## src/zba_pkg.sv

```systemverilog
// zone bitmap allocator: shared constants, codes and control types
// no dependencies; imported by every module of the block
`default_nettype none

package zba_pkg;

  localparam int MAP_BITS  = 8192;
  localparam int WORD_BITS = 32;
  localparam int MAP_WORDS = MAP_BITS / WORD_BITS;
  localparam int WIDX_W    = $clog2(MAP_WORDS);
  localparam int POS_W     = $clog2(WORD_BITS);
  localparam int BIT_W     = $clog2(MAP_BITS);

  localparam int ZONE_W = 16;
  localparam int STAT_W = 2;
  localparam int IDX_W  = 8;
  localparam int DATA_W = 32;
  localparam int CFG_W  = 16;

  localparam logic [STAT_W-1:0] ST_OK      = 2'd0;
  localparam logic [STAT_W-1:0] ST_NOFREE  = 2'd1;
  localparam logic [STAT_W-1:0] ST_INVALID = 2'd2;

  localparam logic FUNC_LOAD  = 1'b0;
  localparam logic FUNC_ALLOC = 1'b1;

  localparam logic CFG_FIRST_ZONE = 1'b0;
  localparam logic CFG_ZONE_COUNT = 1'b1;

  typedef struct packed {
    logic load;
    logic start;
    logic scan;
    logic push;
  } zba_cmd_t;

  typedef struct packed {
    logic hit;
    logic exhausted;
    logic slot_free;
  } zba_stat_t;

endpackage

`default_nettype wire

```

## src/zba_ctrl.sv

```systemverilog
// zone bitmap allocator: controller state machine
// depends on zba_pkg; drives the datapath by command and reads its status
`default_nettype none

module zba_ctrl
  import zba_pkg::*;
(
  input  wire logic      clk,
  input  wire logic      rst_n,
  input  wire logic      in_valid,
  input  wire logic      in_func,
  output logic           in_ready,
  input  wire zba_stat_t stat,
  output zba_cmd_t       cmd
);

  localparam logic [1:0] S_IDLE   = 2'd0;
  localparam logic [1:0] S_SCAN   = 2'd1;
  localparam logic [1:0] S_RESULT = 2'd2;

  logic [1:0] state_r;
  logic [1:0] state_nxt;

  always_comb begin
    state_nxt = state_r;
    cmd       = '0;
    in_ready  = 1'b0;
    unique case (state_r)
      S_IDLE: begin
        in_ready = 1'b1;
        if (in_valid) begin
          if (in_func == FUNC_LOAD) begin
            cmd.load  = 1'b1;
            state_nxt = S_RESULT;
          end else begin
            cmd.start = 1'b1;
            state_nxt = S_SCAN;
          end
        end
      end
      S_SCAN: begin
        cmd.scan = 1'b1;
        if (stat.hit || stat.exhausted) begin
          state_nxt = S_RESULT;
        end
      end
      S_RESULT: begin
        if (stat.slot_free) begin
          cmd.push  = 1'b1;
          state_nxt = S_IDLE;
        end
      end
      default: begin
        state_nxt = S_IDLE;
      end
    endcase
  end

  always_ff @(posedge clk) begin
    if (!rst_n) begin
      state_r <= S_IDLE;
    end else begin
      state_r <= state_nxt;
    end
  end

endmodule

`default_nettype wire

```

## config.mk

```make
export PLATFORM = sky130hd
export DESIGN_NAME = zba_ctrl
export DESIGN_NICKNAME = d
export VERILOG_FILES = /design/src/zba_pkg.sv /design/src/zba_ctrl.sv
export SDC_FILE = /design/constraint.sdc
export NUM_CORES = 1
export LEC_CHECK = 0
export ABC_AREA = 1
export BUFFER_PORTS_ARGS = -buffer_cell sky130_fd_sc_hd__buf_4
export CAP_MARGIN = 20
export CORE_AREA = 10 10 47 49
export DETAILED_ROUTE_END_ITERATION = 8
export DIE_AREA = 0 0 57 59
export SLEW_MARGIN = 10
export SYNTH_ARGS = -nofsm -noshare
export SYNTH_HDL_FRONTEND = slang
export SYNTH_SLANG_ARGS = --single-unit
```

## constraint.sdc

```tcl
create_clock -name clk -period 1.6 [get_ports clk]
set_input_delay 0.24 -clock clk [delete_from_list [all_inputs] [get_ports clk]]
set_output_delay 0.24 -clock clk [all_outputs]
set_load 0.005 [all_outputs]
```

# Word-level counts from Yosys, hierarchy flattened
# Cells that the tools add are included.
# word_totals
regBits	2
latch_bits	0
ramBits	0
romBits	0
in_bits	7
out_inout_bits	5
wordCells	22
n_memories	0
# classes
addsub	0
multipliers	0
n_div	0
order_cmp	0
eq_ne	5
n_shift	0
muxes	13
bitwise	0
reduce_logical	3
# ops
op	count
$mux 2	6
$mux 1	6
$ne 2x2->1 const B	3
$pmux 2 s3	1
$reduce_and 3->1	1
$eq 2x1->1 const B	1
$eq 2x2->1 const B	1
$logic_not 2->1	1
$logic_or 1x1->1	1

# Logic depth before layout (Yosys ltp)
# Gate-level depths: netlist of the first run.
# depth
word_depth	3
depth_mapped	6
mapped_depth_nobuf	6

# Worst setup path after synthesis of the first run
# Ideal clock, no wire load.
# synth_timing
kind	register to output
startpoint	register state_r[1]
endpoint	output cmd[0] (netlist name)
arrival_ns	0.689
required_time_ns	1.360
path_slack_ns	0.671
stages_incl_launch_ff	3
n_path_buf	0
cell_sequence	dfxtp_1 -> inv_1 -> nor3_1
# synth_rtl
element	line	text
start, declared	zba_ctrl.sv:21	logic [1:0] state_r;
start signal, assigned	zba_ctrl.sv:63	state_r <= state_nxt;
end, declared	zba_ctrl.sv:14	output zba_cmd_t cmd

==> results of run 1 <==
==> metrics by stage <==
step / setup WS, ns / hold WS [ns] / cells
6_report: 0.3041 / 0.2765 / 55
3_5_place_dp: 0.5293 / 0.5055 / 52
4_1_cts: 0.2831 / 0.2709 / 55
2_1_floorplan: 0.6713 / 0.3784 / 25
3_3_place_gp: 0.5580 / 0.5020 / 52
5_1_grt: 0.1810 / 0.2725 / 55
==> layer usage <==
layer	track usage (%)	routed length, µm	vias up
met1	3.207	206	79
met3	4.077	73	0
met5	0	0	-
li1	-	-	105
met4	4.027	0	0
met2	3.721	203	8
==> logic make-up (layout without fill, tap and decap cells) <==
kind of cell	count (synthesis)	in the layout	share of synthesized area (%)
compound gates	1	1	5.044
flops	2	2	26.89
buf+inv	7	21	17.64
simple gates	15	15	50.43
==> worst paths after layout <==
path                                         startpoint                       to  slack [ns]  cells after the start
worst max register to register  state_r[0]$_SDFFE_PN0P_  state_r[1]$_SDFFE_PN0P_        0.77                      5
worst max-delay path            state_r[1]$_SDFFE_PN0P_                   cmd[0]        0.30                      3
worst min-delay path                              rst_n  state_r[0]$_SDFFE_PN0P_        0.28                      2
worst min register to register  state_r[0]$_SDFFE_PN0P_  state_r[0]$_SDFFE_PN0P_        0.63                      4
==> worst register-to-register path: cells and delay by family (launching register included) <==
family | cells | cell delay (ns)
buffers and inverters | 1 | 0.08
DFF | 1 | 0.39
and+or+nand+nor | 4 | 0.26
==> power groups by stage <==
stage	Combinational (mW)	Clock (mW)	Sequential (mW)
2_1_floorplan	0.0232	0	0.0590
3_3_place_gp	0.0520	0	0.0596
3_5_place_dp	0.0519	0	0.0599
4_1_cts	0.0522	0.120	0.0593
5_1_grt	0.0573	0.131	0.0597
6_report	0.0506	0.110	0.0591
==> final cells by class <==
| cell class | count | area share (%) |
|---|---|---|
| Multi-Input combinational cell | 16 | 30.14 |
| Timing Repair Buffer | 11 | 30.14 |
| Sequential cell | 2 | 14.61 |
| Inverter | 7 | 9.589 |
| Clock buffer | 3 | 8.219 |
| Tap cell | 16 | 7.306 |
==> cells in the final DEF, fill, tap and decap left out, drive strengths merged <==
cell and count:
a21boi 1, buf 11, clkbuf 3, dfxtp 2, inv 7, nand2 7, nand3 2, nor2 4
nor3 1, nor4 1
==> results.cfg, run 1 <==
[run_status]
run_status = completed

[global_routing]
grt_antenna_before_repair = 0
grt_max_degree = 6
grt_usage_pct = 3.544
grt_pass1_wl_um = 821
grt_pass1_vias = 189
grt-ovfl-total = 0

[logic_synthesis]
synth_top_cell_by_area = dfxtp_1
synth_ff_type = dfxtp_1
yosysWarnings = 0
ys_seq_area_share_pct = 26.89
synth_cells = 25
synth_cell_types = 12
syn-cell-area_um2 = 148.9
ys_seq_elements = 2
synth_async_sr_flop_share_pct = 0
syn_nets = 32
synth_edf_count = 0
synthTopCellsByArea = dfxtp_1 27%, inv_1 15%, nand2_1 15%, nor2_4 7.6%, nand3_1 6.7%
syn_avg_cell_area_um2 = 5.956
synthDominantCellAreaShare_pct = 26.89
synthTopCellsByCount = 6 x inv_1, 6 x nand2_1, 2 x dfxtp_1, 2 x nand3_1, 2 x nor2_1

[floorplan]
rows = 14
core-area_um2 = 1401
die_h_um = 59
dieArea_um2 = 3363
die_x_um = 57
io_pins = 12
start_util_pct = 10.63

[final_layout]
drive_gt1_share_pct = 46.15
fin_util_pct = 19.55
largest_register_ffs = 2
nNetsFinal = 48
reg_top3 = state_r: 2 flops
multi_input_area_um2 = 82.58
area_growth_pct = 84.03
insertedDiodeCount = 0
num-fill-cells = 180
regArea_um2 = 40.04
regMostFlops = state_r
fin_area_um2 = 274.0

[sta]
clock.fmax_mhz = 771.7
fin_skew_ns = 0.001670
period_minus_slack_ns = 1.296
fin_crit_sh_pct = 80.99
max_slew_margin_pct = 82.95
hold_violations = 0
drv_slew = 0
timing_worst_slew_pin_value_ns = 0.2534
rsz0062_at_grt = no
setup_tns_ns = 0
setup_viol = 0

[placement]
port_buffers = 11
dp_hpwl_um = 411.8
place.gp.congestion = 0.6042
postPlaceCellArea_um2 = 251.5

[setup_path]
arrival_ns = 1.06
end_kind = primary output
critPathBufInv = 2
required_ns = 1.36
crit_family = flip-flops
path_cells = inv_1 > nor3_1 > buf_4
startpoint_type = flip-flop
path_class = flip-flop to primary output
max_stage_delay_ns = 0.43
cpMaxStageDelayCell = dfxtp_1
critical_path_peak_fanout = 5

[clock_tree]
cts_buffers = 3
root_buffer = clkbuf_4
cts_tree = built
clockBufferDepth = 2
clk_latency_ns = 0.22
htreeDepth = 1
post_cts_buffers = 0
post_cts_resized = 0
clkTransAtPathRegs_ns = 0.03
cts_sinks = 2
ctsHoldBuffers = 0

[power_and_ir_drop]
finalPower_mw = 0.2195
seq_power_share_pct = 26.9
p_int_mw = 0.1651
ir_drop_v = 0.0001898
p_per_area_nw_per_um2 = 801.0
p_comb_share_pct = 23.1
p_clk_share_pct = 50.0
netSwitchingPower_mw = 0.05436
p_sw_share_pct = 24.77
power_leakage_nw = 0.1568

[drt]
vias = 192
ant_nets = 0
routed_wl_um = 483
first_iter_violations = 1
wl_per_cell_um = 8.782
vias_per_cell = 3.491
first_pass_iters = 2
drcViolationCount = 0

[hold_path]
hp-class = primary input to flip-flop

[job]
drv_cap = 0
Power figures use the tool's default switching activity.
==> inputs of run 2 (changes only) <==
ABC_AREA = 0   (was 1)
clock period = 1.1 ns   (was 1.6 ns; I/O delays follow)
==> results.cfg, run 2 <==
[power_and_ir_drop]
p_per_area_nw_per_um2 = 1102
power_leakage_nw = 0.1522
ir_drop_v = 0.0001966
finalPower_mw = 0.3419

[global_routing]
grt_pass1_wl_um = 855
grt_usage_pct = 3.680
grt-ovfl-total = 0
grt_pass1_vias = 199
grt_antenna_before_repair = 0
grt_max_degree = 7

[final_layout]
largest_register_ffs = 2
drive_gt1_share_pct = 68.57
final_common_cell = buf_4
nNetsFinal = 44
most-common-layout-cells = 13 x buf_4, 3 x nor2_1, 3 x clkbuf_4
reg_top3 = state_r: 2 flops
area_growth_pct = 125.5
fin_area_um2 = 310.3
fin_cells = 51
insertedDiodeCount = 0
regMostFlops = state_r
fin_util_pct = 22.14

[floorplan]
die_h_um = 59
dieArea_um2 = 3363
rows = 14
core-area_um2 = 1401
die_x_um = 57
io_pins = 12
start_util_pct = 9.821

[drt]
vias_per_cell = 3.745
first_pass_iters = 1
drcViolationCount = 0
wl_per_cell_um = 10.31
ant_nets = 0
first_iter_violations = 0
routed_wl_um = 526
vias = 191

[clock_tree]
root_buffer = clkbuf_4
clk_latency_ns = 0.22
cts_tree = built
clockBufferDepth = 2
cts_sinks = 2
htreeDepth = 1
clkTransAtPathRegs_ns = 0.03
ctsHoldBuffers = 0
cts_buffers = 3

[logic_synthesis]
synth_async_sr_flop_share_pct = 0
ys_seq_elements = 2
syn_nets = 24
synth_ff_type = dfxtp_1
synth_cells = 17
ys_seq_area_share_pct = 29.09
syn_avg_cell_area_um2 = 8.096
synth_edf_count = 0
synthTopCellsByCount = 3 x nor2_1, 2 x dfxtp_1
synth_cell_types = 14
synth_top_cell_by_area = dfxtp_1
synthDominantCellAreaShare_pct = 29.09
yosysMostFrequentCell = nor2_1
syn-cell-area_um2 = 137.6
yosysWarnings = 0
synthTopCellsByArea = dfxtp_1 29%, nor4b_2 11%, and3_4 8.2%, nor2_1 8.2%, and2b_2 6.4%

[sta]
hold_violations = 0
fin_skew_ns = 0.001494
clock.fmax_mhz = 880.1
max_slew_margin_pct = 83.76
timing_worst_slew_pin_value_ns = 0.2429
whs_ns = 0.1544
fin_crit_sh_pct = 103.3
setup_viol = 3
rsz0062_at_grt = yes
postLayoutSetupSlackWorst_ns = -0.03624
period_minus_slack_ns = 1.136
drv_slew = 0

[run_status]
violations = negative setup slack
run_status = finished with violations

[setup_path]
critical_path_peak_fanout = 6
path_cells = nor2_4 > and3_4 > buf_6
critPathBufInv = 1
path_class = flip-flop to primary output
required_ns = 0.94
arrival_ns = 0.97
startpoint_type = flip-flop
max_stage_delay_ns = 0.34
cpMaxStageDelayCell = dfxtp_2
end_kind = primary output
crit_family = flip-flops

[placement]
dp.cells = 44
port_buffers = 11
dp_hpwl_um = 399
place.gp.congestion = 0.6917
postPlaceCellArea_um2 = 240.2

[job]
drv_cap = 0

[hold_path]
hp-class = primary input to flip-flop
## run 2: cell count changes after synthesis, sizes merged, moves of 2 or more
| cell | before | now |
|---|---|---|
| and3 | 0 | 2 |
| inv | 7 | 1 |
| nand3 | 2 | 0 |
| nand2 | 7 | 1 |
## run 2: path summary, 6_finish.rpt
| check | from | to | slack (ns) | cells past startpoint |
|---|---|---|---|---|
| worst max-delay path | state_r[0]$_SDFFE_PN0P_ | cmd[2] | -0.04 | 3 |
| worst min register to register | state_r[1]$_SDFFE_PN0P_ | state_r[0]$_SDFFE_PN0P_ | 0.62 | 2 |
| worst min-delay path | rst_n | state_r[0]$_SDFFE_PN0P_ | 0.15 | 2 |
| worst max register to register | state_r[0]$_SDFFE_PN0P_ | state_r[0]$_SDFFE_PN0P_ | -0.02 | 5 |
## run 2: report_power, final
group / internal [mW] / leakage [nW] / switching [mW] / total [mW]
combinational: 0.0637 / 0.121 / 0.0309 / 0.0946
clock: 0.120 / 0.0138 / 0.0398 / 0.160
sequential: 0.0784 / 0.0175 / 0.00898 / 0.0874
total: 0.262 / 0.152 / 0.0797 / 0.342
## run 2: layer usage
metal	global-route usage, %	wire, µm	vias to the layer above
met4	6.040	24	0
met1	1.790	161	84
met3	2.575	50	2
li1	-	-	95
met5	0	0	-
met2	6.202	289	10
## run 2: area by class of cell
cell class	count	area [µm²]
inverters	1	3.754
fillers	162	1091
multi-input cells	14	98.84
well taps	16	20.02
clock buffers	3	22.52
repair buffers	15	120.1
flip-flops and latches	2	45.04
## run 2: what timing repair did
action | 4_1_cts | 5_1_grt
endpoints found under the setup margin | 4 | 5
pin swaps | 4 | 2
endpoints found under the hold margin | 0 | 0
gates resized for setup | 6 | 0
buffers inserted | 3 | 1
## run 2: kinds of logic after synthesis
kind of cell | count (synthesis) | share of synthesized area [%]
flip-flops | 2 | 29.09
AO/OA/AOI/OAI | 2 | 10.00
buffers and inverters | 1 | 2.725
AND/OR/NAND/NOR | 12 | 58.18
## run 2: metrics by stage
stage	TNS (ns)	worst slack [ns]
2_1_floorplan	0	0.1344
3_5_place_dp	0	0.08091
3_3_place_gp	0	0.1001
5_1_grt	-0.3583	-0.08841
4_1_cts	-0.08135	-0.04811
6_report	-0.07436	-0.03624
